File: src/design/ray_cylinder_nearest_hit_unit_assert.svh
// Assertion macros used by the top-level design file.
`ifndef RAY_CYLINDER_NEAREST_HIT_UNIT_ASSERT_SVH
`define RAY_CYLINDER_NEAREST_HIT_UNIT_ASSERT_SVH

// Same-cycle implication, checked at every rising edge of aclk outside reset.
`define RCNH_ASSERT_IMP(lbl, ante, cons, msg) \
    lbl: assert property (@(posedge aclk) disable iff (!aresetn) (ante) |-> (cons)) \
        else $error(msg);

// Next-cycle implication.
`define RCNH_ASSERT_NXT(lbl, ante, cons, msg) \
    lbl: assert property (@(posedge aclk) disable iff (!aresetn) (ante) |=> (cons)) \
        else $error(msg);

`endif

File: src/design/rcnh_pkg.sv
package rcnh_pkg;

    localparam int POS_W   = 24;
    localparam int R_W     = 23;
    localparam int DIR_W   = 18;
    localparam int AL_W    = 21;
    localparam int A_W     = 24;
    localparam int BE_W    = 27;
    localparam int B_W     = 34;
    localparam int C_W     = 38;
    localparam int D_W     = 62;
    localparam int S_W     = 31;
    localparam int SREM_W  = 34;
    localparam int DQ_W    = 23;
    localparam int DREM_W  = 25;
    localparam int NORM_W  = 17;
    localparam int CNT_W   = 7;

    localparam int SQRT_CELLS = S_W;
    localparam int DIV_CELLS  = DQ_W;

    localparam logic KIND_LOAD  = 1'b0;
    localparam logic KIND_QUERY = 1'b1;

    localparam logic CFG_OBSTACLE_COUNT = 1'b0;
    localparam logic CFG_MAX_RANGE      = 1'b1;

    localparam logic [NORM_W-1:0] NORM_NONE = 17'h10000;

    typedef struct packed {
        logic                     vld;
        logic                     ok;
        logic [D_W-1:0]           v;
        logic [SREM_W-1:0]        rem;
        logic [S_W-1:0]           root;
        logic signed [B_W-1:0]    b;
    } sq_t;

    typedef struct packed {
        logic                vld;
        logic                ok;
        logic [DQ_W-1:0]     lo;
        logic [DREM_W-1:0]   rem;
        logic [DQ_W-1:0]     q;
    } dv_t;

endpackage

File: src/design/rcnh_div_cell.sv
module rcnh_div_cell (
    input  logic                         aclk,
    input  logic                         aresetn,
    input  logic [rcnh_pkg::A_W-1:0]     a_in,
    input  rcnh_pkg::dv_t                d_in,
    output rcnh_pkg::dv_t                d_out
);
    logic [rcnh_pkg::DREM_W:0] t;
    rcnh_pkg::dv_t d_next;

    always_comb begin
        t = {d_in.rem, d_in.lo[rcnh_pkg::DQ_W-1]};
        d_next    = d_in;
        d_next.lo = d_in.lo << 1;
        if (t >= (rcnh_pkg::DREM_W+1)'(a_in)) begin
            d_next.rem = rcnh_pkg::DREM_W'(t - (rcnh_pkg::DREM_W+1)'(a_in));
            d_next.q   = {d_in.q[rcnh_pkg::DQ_W-2:0], 1'b1};
        end else begin
            d_next.rem = rcnh_pkg::DREM_W'(t);
            d_next.q   = {d_in.q[rcnh_pkg::DQ_W-2:0], 1'b0};
        end
    end

    always_ff @(posedge aclk) begin
        d_out <= d_next;
        if (!aresetn) begin
            d_out.vld <= 1'b0;
        end
    end
endmodule

File: config.mk
export PLATFORM = sky130hd
export DESIGN_NAME = rcnh_div_cell
export DESIGN_NICKNAME = d
export VERILOG_FILES = /design/src/design/ray_cylinder_nearest_hit_unit_assert.svh /design/src/design/rcnh_pkg.sv /design/src/design/rcnh_div_cell.sv
export SDC_FILE = /design/constraint.sdc
export NUM_CORES = 1
export LEC_CHECK = 0
export ABC_AREA = 1
export BUFFER_PORTS_ARGS = -buffer_cell sky130_fd_sc_hd__clkbuf_2
export CAP_MARGIN = 20
export CORE_MARGIN = 3
export CORE_UTILIZATION = 29
export DETAILED_ROUTE_END_ITERATION = 10
export PLACE_DENSITY = 0.57
export SYNTH_ARGS = -nofsm -noshare
export SYNTH_HDL_FRONTEND = slang
export SYNTH_SLANG_ARGS = --single-unit
File: constraint.sdc
create_clock -name aclk -period 2.15 [get_ports aclk]
set_input_delay 0.1075 -clock aclk [delete_from_list [all_inputs] [get_ports aclk]]
set_output_delay 0.1075 -clock aclk [all_outputs]
set_load 0.01 [all_outputs]
==> results.json <==
{
  "outcome": "completed",
  "rsz0062_at_grt": "no",
  "setup_viol_count_final": 0,
  "netlist_instances": 580,
  "crit_type": "input pin to flop",
  "htreeDepth": 3,
  "finalSetupTns_ns": 0,
  "postCtsSetupBuffers": 0,
  "nNetsFinal": 932,
  "synth-xor-area-share": 0.0262,
  "ir_drop_uv": 350,
  "p_total_uw": 4080,
  "max-cap-violations": 0,
  "synth_area_per_cell_um2": 6.91,
  "grt_use_total": 0.168,
  "cts_buffer_depth": 2,
  "setup.worst_path.end_class": "flop",
  "synth_top_family_by_area": "simple AND/OR/NAND/NOR gates",
  "num_rows": 42,
  "crit_path_top_delay_cell": "dlygate4sd3_1",
  "grt_remaining_overflow": 0,
  "crit_chain": "dlygate4sd3_1 > clkbuf_2 > inv_1 > ha_1 > inv_1 > fa_2 > nand2_1 > nand2_1 > nand3_1 > nand2_1 > nand2_1 > nand2_1 > xor2_1 > nand2_1 > nand2_1",
  "antenna_cells": 0,
  "hold_path_startpoint": "d_in[26]",
  "globalRouteMet1Util": 0.196,
  "cp.required_ns": 2.38,
  "cts_num_sinks": 72,
  "cts-buffers-inserted": 9,
  "die_width_um": 124,
  "synth_edf_count": 0,
  "ant_nets": 0,
  "pin_count": 172,
  "drt-total-wl_um": 12700,
  "vias": 4018,
  "die_area_um2": 15300,
  "final.fill_count": 1397,
  "fin_ws_ns": 0.170,
  "area_growth_pct": 45.8,
  "layout_min_cycle_time_ns": 1.98,
  "root_buffer": "clkbuf_16",
  "die_h_um": 124,
  "path_common_cell": "nand2_1",
  "wl_per_cell_um": 12.8,
  "synth_fa_ha_area_frac": 0.0800,
  "dr.pass1.iters": 4,
  "final_util": 0.436,
  "period_share": 0.921,
  "grt_max_degree": 27,
  "min_to": "d_out[27]",
  "port_buffers": 169,
  "yosysWarnings": 0,
  "largest_register_ffs": 72,
  "ys_async_sr_fraction": 0,
  "cp.arrival_ns": 2.21,
  "drc": 0,
  "hold_depth": 3,
  "synth-seq-area-share": 0.360,
  "gr-max-usage-layer": "met2",
  "grt_pass1_wl_um": 19400,
  "powerDensity_nw_per_um2": 699,
  "hp-class": "input pin to flop",
  "ys_types": 30,
  "finalHoldViolCount": 0,
  "drive_gt1_frac": 0.296,
  "max_flop_register": "d_out",
  "pre_cts_ws_ns": 0.256,
  "critical-path-max-stage-delay_ns": 0.53,
  "slew_viol_final": 0,
  "final_common_cell": "nand2_1",
  "timing.fmax_mhz": 505,
  "p_leak_uw": 0.00339,
  "clkTransAtPathRegs_ns": 0.06,
  "use_met3": 0.0448,
  "synth-seq-cells": 72,
  "drtIter0Drc": 167,
  "start_util": 0.299,
  "cp_max_fo": 4,
  "ys.flop_type": "dfxtp_1",
  "antenna_found_initial": 0,
  "gp_congestion": 0.862,
  "grt_pass1_vias": 4003,
  "synth_nets": 704,
  "top_regs": "d_out x72",
  "dp_hpwl_um": 10000,
  "synth_simple_gate_area_share": 0.391,
  "layout_common_cells": "nand2_1, clkbuf_2, inv_1",
  "grt.met2_usage": 0.292,
  "cts_tree": "yes",
  "synth_compound_area_frac": 0.0134,
  "cp-start-kind": "input pin",
  "syn_area_um2": 4010,
  "via_per_inst": 4.07,
  "coreArea_um2": 13400,
  "synthMuxAreaShare": 0
}
## worst max-delay path, delay by kind of cell
kind,cells,cell delay [ns]
xor+xnor,1,0.15
buf+inv,4,0.78
simple gates,8,0.66
fa+ha+maj,2,0.52
## through the flow
stage	instances	hold WS, ns	cell area (µm²)
after floorplan	580	0.135	4010
after global placement	923	0.209	5040
after detailed placement	923	0.211	5040
after CTS	988	0.000471	5830
after global routing	988	0.0158	5840
final	988	0.0124	5840
## cells by family after synthesis
kind of cell,Yosys count
buf+inv,125
compound gates,10
xor+xnor,12
other cells,1
flops,72
fa+ha+maj,25
simple gates,335
## per-layer routing
layer	part of all wire	wire length [µm]
met1	0.43	5490
met2	0.47	5900
met3	0.088	1120
met4	0.014	174
met5	0	0
## cells in the mapped netlist, types with 3 or more instances
master   count  share of area
a21oi_1      9          0.011
dfxtp_1     72           0.36
ha_1        24          0.075
nand4_1      8          0.012
nor2_2       3         0.0047
nor2_1      26          0.024
xor2_1      12          0.026
nand3_1     42          0.052
nor2_4       6          0.017
buf_4        3         0.0056
inv_1      116           0.11
nand2_2     26          0.041
nand2_1    209           0.20
## power by group
group / leakage (µW) / internal, µW / switching [µW]
Combinational: 0.00265 / 454 / 621
Sequential: 0.000607 / 1480 / 38.6
Clock: 0.000137 / 920 / 566
## timing repair
action | in CTS | in global routing
setup endpoints to repair | 0 | 20
hold buffers | 50 | 0
gates resized for setup | 0 | 3
endpoints found under the hold margin | 49 | 0
## how the worst max path moves through the flow
stage	from	endpoint	slack, ns	depth (start not counted)
global route	d_in[70]	d_out[38]	0.03	12
global placement	d_in[70]	d_out[47]	0.28	15
detailed placement	d_in[70]	d_out[47]	0.26	15
CTS	d_in[70]	d_out[47]	0.08	16
floorplan	a_in[17]	d_out[43]	0.56	13
finish	d_in[70]	d_out[37]	0.17	15
## final cells by class
cell class                 count  area [µm²]  area share
clock inverter                 5        57.6     0.00985
tap                          176         220      0.0377
sequential                    72        1440       0.247
inverter                     118         443      0.0758
clock buffer                  10         239      0.0409
multi-input combinational    383        2060       0.352
timing repair buffer         224        1380       0.237
No activity file was read; power rests on OpenSTA's default activity.
