File: config.mk
export PLATFORM = sky130hd
export DESIGN_NAME = rcnh_sqrt_cell
export DESIGN_NICKNAME = d
export VERILOG_FILES = /design/src/design/ray_cylinder_nearest_hit_unit_assert.svh /design/src/design/rcnh_pkg.sv /design/src/design/rcnh_sqrt_cell.sv
export SDC_FILE = /design/constraint.sdc
export NUM_CORES = 1
export LEC_CHECK = 0
export BUFFER_PORTS_ARGS = -buffer_cell sky130_fd_sc_hd__buf_2
export CAP_MARGIN = 20
export CORE_AREA = 2 2 128 130
export DETAILED_ROUTE_END_ITERATION = 12
export DIE_AREA = 0 0 130 132
export HOLD_SLACK_MARGIN = 0.15
export PLACE_DENSITY = 0.72
export SLEW_MARGIN = 20
export SYNTH_ARGS = -nofsm -noshare
export SYNTH_HDL_FRONTEND = slang
export SYNTH_SLANG_ARGS = --single-unit
File: constraint.sdc
create_clock -name aclk -period 2.8 [get_ports aclk]
set_clock_uncertainty 0.1 [all_clocks]
set_input_delay 0.42 -clock aclk [delete_from_list [all_inputs] [get_ports aclk]]
set_output_delay 0.42 -clock aclk [all_outputs]
set_load 0.005 [all_outputs]
File: src/design/ray_cylinder_nearest_hit_unit_assert.svh
// Assertion macros used by the top-level design file.
`ifndef RAY_CYLINDER_NEAREST_HIT_UNIT_ASSERT_SVH
`define RAY_CYLINDER_NEAREST_HIT_UNIT_ASSERT_SVH

// Same-cycle implication, checked at every rising edge of aclk outside reset.
`define RCNH_ASSERT_IMP(lbl, ante, cons, msg) \
    lbl: assert property (@(posedge aclk) disable iff (!aresetn) (ante) |-> (cons)) \
        else $error(msg);

// Next-cycle implication.
`define RCNH_ASSERT_NXT(lbl, ante, cons, msg) \
    lbl: assert property (@(posedge aclk) disable iff (!aresetn) (ante) |=> (cons)) \
        else $error(msg);

`endif

File: src/design/rcnh_pkg.sv
package rcnh_pkg;

    localparam int POS_W   = 24;
    localparam int R_W     = 23;
    localparam int DIR_W   = 18;
    localparam int AL_W    = 21;
    localparam int A_W     = 24;
    localparam int BE_W    = 27;
    localparam int B_W     = 34;
    localparam int C_W     = 38;
    localparam int D_W     = 62;
    localparam int S_W     = 31;
    localparam int SREM_W  = 34;
    localparam int DQ_W    = 23;
    localparam int DREM_W  = 25;
    localparam int NORM_W  = 17;
    localparam int CNT_W   = 7;

    localparam int SQRT_CELLS = S_W;
    localparam int DIV_CELLS  = DQ_W;

    localparam logic KIND_LOAD  = 1'b0;
    localparam logic KIND_QUERY = 1'b1;

    localparam logic CFG_OBSTACLE_COUNT = 1'b0;
    localparam logic CFG_MAX_RANGE      = 1'b1;

    localparam logic [NORM_W-1:0] NORM_NONE = 17'h10000;

    typedef struct packed {
        logic                     vld;
        logic                     ok;
        logic [D_W-1:0]           v;
        logic [SREM_W-1:0]        rem;
        logic [S_W-1:0]           root;
        logic signed [B_W-1:0]    b;
    } sq_t;

    typedef struct packed {
        logic                vld;
        logic                ok;
        logic [DQ_W-1:0]     lo;
        logic [DREM_W-1:0]   rem;
        logic [DQ_W-1:0]     q;
    } dv_t;

endpackage

File: src/design/rcnh_sqrt_cell.sv
module rcnh_sqrt_cell (
    input  logic           aclk,
    input  logic           aresetn,
    input  rcnh_pkg::sq_t  d_in,
    output rcnh_pkg::sq_t  d_out
);
    logic [rcnh_pkg::SREM_W+1:0] t;
    logic [rcnh_pkg::SREM_W+1:0] trial;
    rcnh_pkg::sq_t d_next;

    always_comb begin
        t     = {d_in.rem, d_in.v[rcnh_pkg::D_W-1 -: 2]};
        trial = (rcnh_pkg::SREM_W+2)'({d_in.root, 2'b01});
        d_next   = d_in;
        d_next.v = d_in.v << 2;
        if (t >= trial) begin
            d_next.rem  = rcnh_pkg::SREM_W'(t - trial);
            d_next.root = {d_in.root[rcnh_pkg::S_W-2:0], 1'b1};
        end else begin
            d_next.rem  = rcnh_pkg::SREM_W'(t);
            d_next.root = {d_in.root[rcnh_pkg::S_W-2:0], 1'b0};
        end
    end

    always_ff @(posedge aclk) begin
        d_out <= d_next;
        if (!aresetn) begin
            d_out.vld <= 1'b0;
        end
    end
endmodule

==> flow_metrics.env <==
export IMPL_status="finished, final reports clean"
export IMPL_cts_root_buf="clkbuf_16"
export IMPL_start_util_pct=37.4
export IMPL_gp_congestion=0.917
export IMPL_drive_gt1_share_pct=44.5
export IMPL_critPathLaunchType="input port"
export IMPL_holdWs_ns=0.167
export IMPL_crit_fanout=5
export IMPL_finalSetupViolations=0
export IMPL_fin_crit_ns=2.72
export IMPL_drt_iter0_markers=363
export IMPL_numCtsBuffers=17
export IMPL_rsz0062_at_grt="no"
export IMPL_slew_viol_final=0
export IMPL_grt_max_degree=20
export IMPL_fp_dieW_um=130
export IMPL_final_util_pct=67.5
export IMPL_drtAntennaViolNets=0
export IMPL_gr_usage_all_layers_pct=26.1
export IMPL_reg_top3="d_out: 161 flops"
export IMPL_clk_pin_slew_ns=0.08
export IMPL_yosysMostFrequentCell="dfxtp_1"
export IMPL_critPathTopFamily="buffers and inverters"
export IMPL_slowest_delay_ns=0.51
export IMPL_clock_path_buffers=2
export IMPL_post_drt_wl_per_cell_um=17.3
export IMPL_synthTopCellsByCount="dfxtp_1, inv_1, ha_1"
export IMPL_tritoncts="built"
export IMPL_layout_nets=1287
export IMPL_drc=0
export IMPL_critPathMostFrequentCell="inv_1"
export IMPL_postSynthCellCount=523
export IMPL_critPathRequiredTime_ns=3.02
export IMPL_synthesis_area_sq_um=5880
export IMPL_dp_worst_setup_slack_ns=-0.301
export IMPL_h_tree_depth=4
export IMPL_top_register="d_out"
export IMPL_wl_um=22900
export IMPL_ys_ff_latch=161
export IMPL_io_buffers=325
export IMPL_min_period_over_period_pct=97.3
export IMPL_maxCapViolCount=0
export IMPL_cp_buffers_inverters=5
export IMPL_worst_pin_slew_ns=0.563
export IMPL_coreArea_sq_um=15700
export IMPL_synth_area_per_cell_sq_um=11.2
export IMPL_place_hpwl_um=16100
export IMPL_seqPwrFrac_pct=39.7
export IMPL_ys_warn_count=0
export IMPL_overflow=0
export IMPL_synthArstFlopShare_pct=0
export IMPL_worstPathArrival_ns=2.95
export IMPL_firstDrtPassIters=5
export IMPL_grt_pass1_vias=6319
export IMPL_path_cells="dlygate4sd3_1, buf_2, inv_1, ha_4, inv_1, nor3b_2, and4_4, o22ai_1, o31a_4, buf_4, mux2_4"
export IMPL_final_area_sq_um=10600
export IMPL_cp_end_kind="flop"
export IMPL_die_h_um=132
export IMPL_critical_path_class="input port to flop"
export IMPL_p_sw_uw=1820
export IMPL_synth_largest_area_cell="dfxtp_1"
export IMPL_p_comb_share_pct=22.1
export IMPL_finalWorstSetupSlack_ns=0.0762
export IMPL_via_per_inst=4.64
export IMPL_vias=6128
export IMPL_num_rows=46
export IMPL_synth_top_area_share_pct=54.9
export IMPL_fin_tns_setup_ns=0
export IMPL_dieArea_sq_um=17200
export IMPL_power_density_nw_per_um2=605
export IMPL_min_path_type="input port to flop"
export IMPL_io_pins=328
export IMPL_yosysUniqueCellTypes=67
export IMPL_ir_drop_uv=446
export IMPL_p_leak_uw=0.00522
export IMPL_hold_violations=0
export IMPL_clkPwrFrac_pct=38.2
export IMPL_crit_slowest_cell="dlygate4sd3_1"
export IMPL_grt_pass1_wl_um=34100
export IMPL_antenna_found_initial=4
export IMPL_slew_headroom_pct=62.1
export IMPL_p_int_uw=4600
export IMPL_ys_flop_type="dfxtp_1"
export IMPL_place_area_sq_um=8370
export IMPL_sw_frac_of_total_pct=28.3
export IMPL_ys_seq_area_share_pct=54.9
export IMPL_fmax_mhz=367
export IMPL_synth_edf_count=0
export IMPL_cts_sinks=161
export IMPL_largest_reg_flops=161
export IMPL_yosys_top_cells_area="dfxtp_1, ha_1, mux2_4"
export IMPL_areaGrowthSynthToFinish_pct=80.5
==> timing repair <==
item                                    CTS  global route
resized for setup                         0            10
endpoints found under the setup margin    0            27
hold buffers                            150             0
endpoints found under the hold margin   149             0
buffers inserted                          0             2
==> area by class of cell <==
type,count,area (sq um)
well taps,216,270
multi-input cells,308,2510
clock inverters,15,205
clock buffers,17,425
repair buffers,559,3800
diodes,3,7.51
flip-flops and latches,161,3220
fillers,1199,5110
inverters,42,158
==> cells by family after synthesis <==
logic type / after synthesis / share of synthesized area, %
other: 1 / 0.0638
flip-flops: 161 / 54.9
buffers and inverters: 55 / 4.75
AND/OR/NAND/NOR: 104 / 9.37
AO/OA/AOI/OAI: 118 / 14.0
multiplexers: 27 / 6.32
adder cells (fa/ha/maj): 33 / 7.03
XOR/XNOR: 24 / 3.58
==> metrics by stage <==
| step | total power [uW] | cells |
|---|---|---|
| after floorplan | 3190 | 524 |
| after global placement | 3780 | 1133 |
| after detailed placement | 3800 | 1133 |
| after CTS | 6420 | 1315 |
| after global routing | 6690 | 1319 |
| final | 6420 | 1321 |
==> cell usage in the layout, fill, tap and decap left out, types with 6 or more instances in the layout <==
| cell | n |
|---|---|
| xnor2_1 | 18 |
| inv_1 | 41 |
| o21ai_0 | 13 |
| inv_8 | 6 |
| a21o_1 | 12 |
| buf_4 | 81 |
| nand2_1 | 29 |
| ha_1 | 27 |
| ha_4 | 6 |
| o311ai_0 | 6 |
| a21oi_1 | 31 |
| mux2_4 | 19 |
| and2_1 | 6 |
| nor2_1 | 22 |
| nand4_1 | 6 |
| xor2_1 | 6 |
| o21a_1 | 6 |
| dfxtp_1 | 161 |
| dlygate4sd3_1 | 150 |
| buf_2 | 325 |
| nor3_1 | 8 |
| clkbuf_16 | 18 |
==> power groups by stage <==
stage	logic, uW	registers [uW]	clock network [uW]
CTS	1380	2540	2490
global placement	1190	2590	0
floorplan	564	2630	0
global route	1540	2570	2590
finish	1420	2550	2450
detailed placement	1210	2590	0
==> metal layers <==
layer  up-vias  part of all wire, %  track usage, %
li1       2977                    -               -
met1      2819                   39            29.0
met2       271                   48            44.2
met3        59                  9.0            9.66
met4         2                  4.1            11.6
met5         -                0.057               0
==> worst paths after layout <==
check      from                 to  cells after the start  slack (ns)
max    d_in[58]  d_out[72]$_DFF_P_                     11        0.08
min    d_in[65]  d_out[67]$_DFF_P_                      2        0.17
No activity file was read; power rests on OpenSTA's default activity.
