[config.mk]
export PLATFORM = sky130hd
export DESIGN_NAME = rcnh_ram
export DESIGN_NICKNAME = d
export VERILOG_FILES = /design/src/design/ray_cylinder_nearest_hit_unit_assert.svh /design/src/design/rcnh_ram.sv
export SDC_FILE = /design/constraint.sdc
export NUM_CORES = 1
export LEC_CHECK = 0
export BUFFER_PORTS_ARGS = -buffer_cell sky130_fd_sc_hd__buf_2
export CAP_MARGIN = 40
export CORE_MARGIN = 10
export CORE_UTILIZATION = 55
export DETAILED_ROUTE_END_ITERATION = 16
export PLACE_DENSITY = 0.74
export SLEW_MARGIN = 20
export SYNTH_ARGS = -nofsm -noshare
export SYNTH_HDL_FRONTEND = slang
export SYNTH_SLANG_ARGS = --single-unit
[constraint.sdc]
create_clock -name clk -period 3.02 [get_ports clk]
set_input_delay 0.302 -clock clk [delete_from_list [all_inputs] [get_ports clk]]
set_output_delay 0.302 -clock clk [all_outputs]
set_load 0.01 [all_outputs]
[src/design/ray_cylinder_nearest_hit_unit_assert.svh]
// Assertion macros used by the top-level design file.
`ifndef RAY_CYLINDER_NEAREST_HIT_UNIT_ASSERT_SVH
`define RAY_CYLINDER_NEAREST_HIT_UNIT_ASSERT_SVH

// Same-cycle implication, checked at every rising edge of aclk outside reset.
`define RCNH_ASSERT_IMP(lbl, ante, cons, msg) \
    lbl: assert property (@(posedge aclk) disable iff (!aresetn) (ante) |-> (cons)) \
        else $error(msg);

// Next-cycle implication.
`define RCNH_ASSERT_NXT(lbl, ante, cons, msg) \
    lbl: assert property (@(posedge aclk) disable iff (!aresetn) (ante) |=> (cons)) \
        else $error(msg);

`endif

[src/design/rcnh_ram.sv]
module rcnh_ram #(
    parameter int WIDTH = 8,
    parameter int DEPTH = 16
) (
    input  logic                                      clk,
    input  logic                                      wr_en,
    input  logic [((DEPTH > 1) ? $clog2(DEPTH) : 1)-1:0] wr_addr,
    input  logic [WIDTH-1:0]                          wr_data,
    input  logic                                      rd_en,
    input  logic [((DEPTH > 1) ? $clog2(DEPTH) : 1)-1:0] rd_addr,
    output logic [WIDTH-1:0]                          rd_data
);
    logic [WIDTH-1:0] mem_reg [DEPTH];

    always_ff @(posedge clk) begin
        if (wr_en) begin
            mem_reg[wr_addr] <= wr_data;
        end
        if (rd_en) begin
            rd_data <= mem_reg[rd_addr];
        end
    end
endmodule

==> results of run 1 <==
-- path summary, 6_finish.rpt --
kind / from / to / slack (ns) / depth (start not counted)
setup / recovery: mem_reg[9][5] / rd_data[5] / 1.45 / 3
setup reg to reg: mem_reg[9][5] / rd_data[5] / 1.45 / 3
hold reg to reg: mem_reg[7][3] / rd_data[3] / 0.75 / 3
hold / removal: rd_en / rd_data[3] / 0.16 / 1
-- cell families after synthesis --
family | Yosys count
flip-flops | 136
multiplexers | 32
AND/OR/NAND/NOR | 35
buffers and inverters | 10
AO/OA/AOI/OAI | 16
-- cells in the mapped netlist --
cell type        count  area [sq um]
nand3_1              1         5.000
nor3_1               4         20.02
buf_6                3         33.78
nor2b_1              1         6.260
and2b_1              1         7.510
a22oi_1             16         120.1
and2_1               1         6.260
buf_2                3         15.01
mux4_2              18         405.4
nand2_1              9         33.78
or3b_2               1         8.760
nand3b_1             2         15.01
mux4_1              14         367.9
nor2_1              13         48.80
edfxtp_1           136          4084
clkdlybuf4s25_2      3         30.03
nand2b_1             2         12.51
buf_4                1         7.510
-- where the power goes --
group,leakage (nW),total [mW],switching (mW),internal (mW)
clock network,0.290,2.05,0.725,1.33
logic,0.547,0.191,0.112,0.0791
registers,1.24,2.14,0.0121,2.13
-- cells in the final DEF (no fill, tap or decap) --
master and instances:
nand3b_1 2, mux4_2 18, nor2b_1 1, clkbuf_8 1, and2b_1 1, clkinvlp_4 2
or3b_2 1, nand3_1 1, clkinv_1 3, nor3_1 4, clkinv_4 2, a22oi_1 16
mux4_1 14, nand2_1 9, clkinv_2 4, buf_2 26, bufinv_16 4, edfxtp_1 136
clkbuf_16 16, and2_1 1, buf_4 12, buf_12 1, nor2_1 13, nand2b_1 2
-- stage by stage --
stage	std cells	power (mW)	utilization (%)	setup WS, ns
6_report	419	4.381	66.46	1.453
2_1_floorplan	229	2.286	-	1.225
3_5_place_dp	383	2.370	59.66	1.019
3_3_place_gp	379	2.361	59.34	1.027
4_1_cts	415	4.416	66.13	1.431
5_1_grt	419	4.522	66.46	1.424
-- critical path, stage by stage (launching register included) --
cell,delay (ns)
edfxtp_1,0.36
mux4_1,0.52
a22oi_1,0.34
nand2_1,0.09
-- cell type report --
type / instances / area (sq um) / area share [%]
Clock buffer: 17 / 414.1 / 6.744
Clock inverter: 15 / 183.9 / 2.995
Multi-Input combinational cell: 83 / 1057 / 17.22
Sequential cell: 136 / 4084 / 66.50
Tap cell: 129 / 161.4 / 2.628
Timing Repair Buffer: 39 / 240.2 / 3.912
-- routing by layer --
| layer | global-route usage, % | routed length [microns] |
|---|---|---|
| met5 | 0 | 0 |
| met4 | 6.569 | 121 |
| met3 | 3.837 | 703 |
| met2 | 24.23 | 5202 |
| met1 | 20.18 | 4214 |
==> results.md, run 1 <==
- Total gr overflow: 0
- Hold Buf Count CTS: 0
- Fin Hold WS: 0.1600 ns
- Vias in the first global route: 2583
- Root Driver: clkbuf_8
- Max FFs per register: 128
- Ant. Diodes: 0
- Clock Latency Late Sink: 0.52 ns
- Max Clock Skew: 0.007620 ns
- Total negative slack: 0 ns
- Vias: 2425
- Starting density of the core: 56.57%
- Critical Path AT: 1.82 ns
- Port buffer count: 26
- Pwr Density: 713.5 nW/um^2
- Final instance area: 6141 sq um
- Final nets: 296
- CTS tree: yes
- Area grow syn2layout: 17.47%
- Initial antenna violation count: 0
- Number of synthesis warnings: 0
- # DRC: 0
- Final setup violation count: 0
- Core Region: 9240 sq um
- Max Slew Vio Count: 0
- # IOs: 27
- CTS buffer count: 17
- Clock-pin slew on the worst setup and hold paths: 0.06 ns
- Clock sink total: 136
- Syn avg cell area: 22.83 sq um
- Max cap viols: 0
- Max Fanout on Critical Path: 1
- Slew HR: 46.90%
- Share of layout cells above drive strength 1: 30.00%
- PostCTS Resize Cnt: 0
- Synthesized Nets: 248
- Leakage: 2.073 nW
- DPL Wire Length: 6330 microns
- Fmax achieved: 0.6380 GHz
- Largest family of logic cells by synthesized area: multiplexers
- Post-synthesis mux area share: 14.79%
- Min cycle time layout: 1.567 ns
- RSZ-0062 raised after global routing: no
- Startpoint types: register
- Synth Area in Simple Gates: 3.135%
- XOR/XNOR share of the synthesized area: 0%
- Global-route wire length before repair: 15860 microns
- Clock buffer depth: 2
- Die Y: 117.5 microns
- Status: completed
- Worst Setup End Kind: register
- Hold Vio Cnt, Final: 0
- WL/cell: 24.44 microns
- Number of DRC markers in iteration 0: 190
- Die X: 117.5 microns
- Worst VDD drop: 0.3784 mV
- Actual slew at the worst max-slew pin: 0.7936 ns
- Min-Delay Path Class: input pin to register
- Largest net degree at the start of global routing: 33
- Placement-stage cell area: 5513 sq um
- Register area share after synthesis: 78.12%
- Placer congestion estimate: 0.7542
- DIE AREA: 13800 sq um
- H-tree depth: 4
- WL final: 10240 microns
- Adder-cell share of the synthesized area: 0%
- Yosys reg bits: 136
- Syn Std Cell Area: 5228 sq um
- Final period util: 51.90%
- Core Rows: 35
- Fill cell count: 575
- Setup repair bufs after CTS: 0
- Drt pass-1 iters: 4
- Compound-Gate Fraction of Synth Area: 2.298%
- Cells after Synth: 229
- Yosys cell types: 18
- WP data required: 3.27 ns
- Global Route Usage Sum: 15.47%
- Critical path class: register to register
- ANT nets after route: 0
- Via-per-instance ratio: 5.788
(Power assumes the default switching activity.)
==> inputs of run 2 (changes only) <==
- CORE_UTILIZATION: 55 -> 54
- PLACE_DENSITY: 0.74 -> 0.75
- clock period: 3.02 -> 1.4 ns (I/O delays scaled with it)
==> results.md, run 2 (synthesized netlist as in run 1, its figures left out) <==
- Status: finished with violations
- Failing checks: setup timing
- Slowest stage delay, CP: 0.52 ns
- R2R cell count: 3
- Commonest non-fill, non-tap cells in the layout: edfxtp_1 (136), mux4_2 (28), buf_2 (26)
- Clock buffer depth: 2
- Setup WS pre-CTS: -0.3694 ns
- Hold Path Origin: wr_data[2]
- Fmax achieved: 0.6803 GHz
- Critical path depth in cells: 3
- Max Fanout on Critical Path: 1
- WL final: 11140 microns
- Gate power share: 5.2%
- Max Clock Skew: 0.005403 ns
- Sequential Power Share: 47.1%
- Sw power: 1.909 mW
- Min-Delay Path Class: input pin to register
- Final nets: 316
- Share of layout cells above drive strength 1: 39.68%
- Startpoint types: register
- Area grow syn2layout: 22.67%
- Core Region: 9328 sq um
- Port buffer count: 26
- Worst VDD drop: 1.017 mV
- Largest net degree at the start of global routing: 24
- Clock Latency Late Sink: 0.52 ns
- Min cycle time layout: 1.470 ns
- Max cap viols: 0
- CTS buffer count: 17
- Crit Reg-Reg Startpoint: mem_reg[3][4]
- Actual slew at the worst max-slew pin: 0.8863 ns
- WL/cell: 25.36 microns
- Slew HR: 40.79%
- DIE AREA: 14020 sq um
- Critical path class: register to register
- Leakage: 2.158 nW
- Clock sink total: 136
- Pwr Density: 1528 nW/um^2
- # IOs: 27
- RSZ-0062 raised after global routing: yes
- Via-per-instance ratio: 5.982
- Max Slew Vio Count: 0
- Net Sw Frac: 19.48%
- Vias in the first global route: 2697
- Ant. Diodes: 0
- CTS tree: yes
- Final setup violation count: 6
- Top delay family on crit path: multiplexers
- Drt pass-1 iters: 4
- Root Driver: clkbuf_8
- Worst path slowest cell: mux4_2
- Core Rows: 35
- Power Total: 9.800 mW
- Worst setup margin: -0.06993 ns
- ANT nets after route: 0
- Worst Setup End Kind: register
- Global-route wire length before repair: 16990 microns
- Clock-pin slew on the worst setup and hold paths: 0.06 ns
- Vias: 2626
- Initial antenna violation count: 0
- Worst path cell trace: mux4_2, a22oi_2, nand2_1
- Clk pwr share: 47.7%
- Final period util: 105.0%
- WP data required: 1.67 ns
- Cell count of the worst hold path: 1
- Hold Vio Cnt, Final: 0
- Die Y: 118.4 microns
- Leading cell type in the layout, fill and taps excluded: edfxtp_1
- Pint: 7.891 mW
- Critical path launch point: mem_reg[3][4]
- WP buf/inv: 0
- Critical Path AT: 1.74 ns
- Max FFs per register: 128
- Total gr overflow: 0
- Die X: 118.4 microns
- # DRC: 0
- DPL Wire Length: 6974 microns
- Global Route Usage Sum: 16.68%
- H-tree depth: 4
- Fill cell count: 558
- Placer congestion estimate: 0.7461
- Number of DRC markers in iteration 0: 350
- Starting density of the core: 56.04%
run 2: cell types whose count changed in the layout (fill, tap and decap cells not counted), moves of 2 or more:
| cell | before | now |
|---|---|---|
| buf_12 | 1 | 6 |
| clkbuf_1 | 0 | 3 |
| clkinv_1 | 3 | 1 |
| clkinv_2 | 4 | 1 |
| dlygate4sd3_1 | 0 | 5 |
| a22oi_2 | 0 | 10 |
| a22oi_1 | 16 | 6 |
| mux4_2 | 18 | 28 |
| buf_4 | 12 | 22 |
| mux4_1 | 14 | 4 |
run 2: power groups by stage:
stage	Combinational (mW)	Clock, mW	Sequential [mW]
after floorplan	0.235	0	4.70
after global placement	0.458	0	4.69
after detailed placement	0.472	0	4.70
after CTS	0.500	4.73	4.62
after global routing	0.549	4.89	4.62
final	0.513	4.67	4.62
run 2: final cells by class:
type,instances,area [sq um],area share [%]
multi-input cells,83,1077,16.80
clock buffers,20,425.4,6.634
clock inverters,12,198.9,3.102
well taps,129,161.4,2.517
repair buffers,59,465.4,7.259
flip-flops and latches,136,4084,63.69
run 2: layer usage:
metal | share of wire (%) | global-route usage [%] | vias up
li1 | - | - | 1108
met1 | 40 | 21.29 | 1334
met2 | 50 | 25.52 | 157
met3 | 7.6 | 4.664 | 27
met4 | 2.9 | 8.931 | 0
met5 | 0 | 0 | -
run 2: what timing repair did:
item | 4_1_cts | 5_1_grt
endpoints found under the setup margin | 8 | 8
resized for setup | 8 | 13
gates cloned | 0 | 0
hold endpoints to repair | 59 | 0
buffers inserted | 0 | 0
hold buffers | 5 | 0
pin swaps | 4 | 7
run 2: final timing paths:
kind / to / slack (ns)
worst max-delay path: rd_data[4] / -0.07
worst min-delay path: mem_reg[7][2] / 0.03
worst max register to register: rd_data[4] / -0.07
worst min register to register: rd_data[2] / 0.75
run 2: through the flow:
step	setup TNS [ns]	hold WS, ns	utilization [%]	instance area (sq um)	instances
after floorplan	-0.2364	0.2389	-	5240	229
after global placement	-2.171	0.5233	61.35	5723	402
after detailed placement	-2.647	0.5163	61.35	5723	402
after CTS	-0.5442	0.001424	68.64	6402	439
after global routing	-0.4525	0.01886	68.75	6412	439
final	-0.2518	0.02574	68.75	6412	439
==> inputs of run 3 (changes only) <==
- SLEW_MARGIN: 20 -> not set
- TNS_END_PERCENT: not set -> 20
==> results.md, run 3 (synthesized netlist as in run 1, its figures left out) <==
- DPL Wire Length: 6658 microns
- DIE AREA: 14020 sq um
- ANT nets after route: 0
- Drt pass-1 iters: 4
- Global Route Usage Sum: 16.03%
- Fill cell count: 567
- Slew HR: 39.73%
- Clock-pin slew on the worst setup and hold paths: 0.06 ns
- Critical path class: register to register
- Sequential standard cell area: 4084 sq um
- Core Region: 9328 sq um
- Area grow syn2layout: 23.29%
- Vias: 2547
- # DRC: 0
- Hold Vio Cnt, Final: 0
- Worst Setup End Kind: register
- Port buffer count: 26
- Top delay family on crit path: multiplexers
- Clock buffer depth: 2
- Ant. Diodes: 0
- Clock sink total: 136
- CTS buffer count: 17
- Clock Latency Late Sink: 0.51 ns
- Startpoint types: register
- # IOs: 27
- Min cycle time layout: 1.423 ns
- Fmax achieved: 0.7029 GHz
- WP buf/inv: 0
- H-tree depth: 4
- Max Slew Vio Count: 0
- Commonest non-fill, non-tap cells in the layout: edfxtp_1 (136), mux4_2 (30), buf_4 (28)
- Pwr Density: 1566 nW/um^2
- Starting density of the core: 56.04%
- Total negative slack: -0.04999 ns
- Status: finished with violations
- WL/cell: 23.90 microns
- Min-Delay Path Class: input pin to register
- CTS tree: yes
- Via-per-instance ratio: 5.749
- Max Fanout on Critical Path: 1
- Final period util: 101.6%
- Placer congestion estimate: 0.7437
- Leading cell type in the layout, fill and taps excluded: edfxtp_1
- Core Rows: 35
- Critical Path AT: 1.68 ns
- Multi-input gate area: 1067 sq um
- Share of layout cells above drive strength 1: 40.45%
- RSZ-0062 raised after global routing: yes
- Vias in the first global route: 2788
- Worst path slowest cell: mux4_2
- Slowest stage delay, CP: 0.51 ns
- Failing checks: setup timing
- Leakage: 2.181 nW
- Worst setup margin: -0.02276 ns
- Worst VDD drop: 0.8277 mV
- Largest net degree at the start of global routing: 19
- Max FFs per register: 128
- Number of DRC markers in iteration 0: 239
- Fin Hold WS: 0.02559 ns
- Final nets: 320
- Worst path cell trace: mux4_2, a22oi_2, nand2_1
- Actual slew at the worst max-slew pin: 0.9007 ns
- Max Clock Skew: 0.006261 ns
- Setup repair bufs after CTS: 0
- Initial antenna violation count: 0
- Die Y: 118.4 microns
- Total gr overflow: 0
- WP data required: 1.66 ns
- Root Driver: clkbuf_8
- Final setup violation count: 4
- Die X: 118.4 microns
- Global-route wire length before repair: 16860 microns
- Max cap viols: 0
- WL final: 10590 microns
==> run 3: power breakdown <==
part	total (mW)	internal, mW	switching, mW
logic	0.495	0.225	0.270
clock network	4.98	3.42	1.56
registers	4.61	4.59	0.0251
total	10.1	8.24	1.86
==> run 3: per-stage QoR <==
| step | worst slack (ns) | util, % | instance area, sq um | total power [mW] | instances |
|---|---|---|---|---|---|
| 2_1_floorplan | -0.02241 | - | 5233 | 4.932 | 229 |
| 3_3_place_gp | -0.2787 | 61.19 | 5708 | 5.130 | 405 |
| 3_5_place_dp | -0.2877 | 61.19 | 5708 | 5.150 | 405 |
| 4_1_cts | -0.02707 | 69.07 | 6442 | 10.17 | 443 |
| 5_1_grt | -0.06236 | 69.09 | 6445 | 10.38 | 443 |
| 6_report | -0.02276 | 69.09 | 6445 | 10.09 | 443 |
==> run 3: path summary, 6_finish.rpt <==
kind                                     from             to  slack, ns  depth (start not counted)
worst max register to register  mem_reg[2][0]     rd_data[0]      -0.02                          3
worst max-delay path            mem_reg[2][0]     rd_data[0]      -0.02                          3
worst min-delay path               wr_data[7]  mem_reg[6][7]       0.03                          1
worst min register to register  mem_reg[6][3]     rd_data[3]       0.76                          3
==> run 3: cell type report <==
class / instances / share of cell area, %
flip-flops and latches: 136 / 63.37
well taps: 129 / 2.504
repair buffers: 63 / 7.144
multi-input cells: 83 / 16.56
clock inverters: 13 / 3.883
clock buffers: 19 / 6.542
==> run 3: per-layer routing <==
layer	share of wire (%)	up-vias	wire length [microns]	global-route usage, %
li1	-	1115	-	-
met1	41	1314	4313	19.93
met2	51	112	5366	25.97
met3	7.5	6	796	4.379
met4	1.0	0	110	6.870
met5	0	-	0	0
==> run 3: what timing repair did <==
item,CTS,global route
endpoints found under the hold margin,75,0
gates cloned,0,0
pin swaps,8,6
setup endpoints to repair,8,8
hold buffers,6,0
resized for setup,18,4
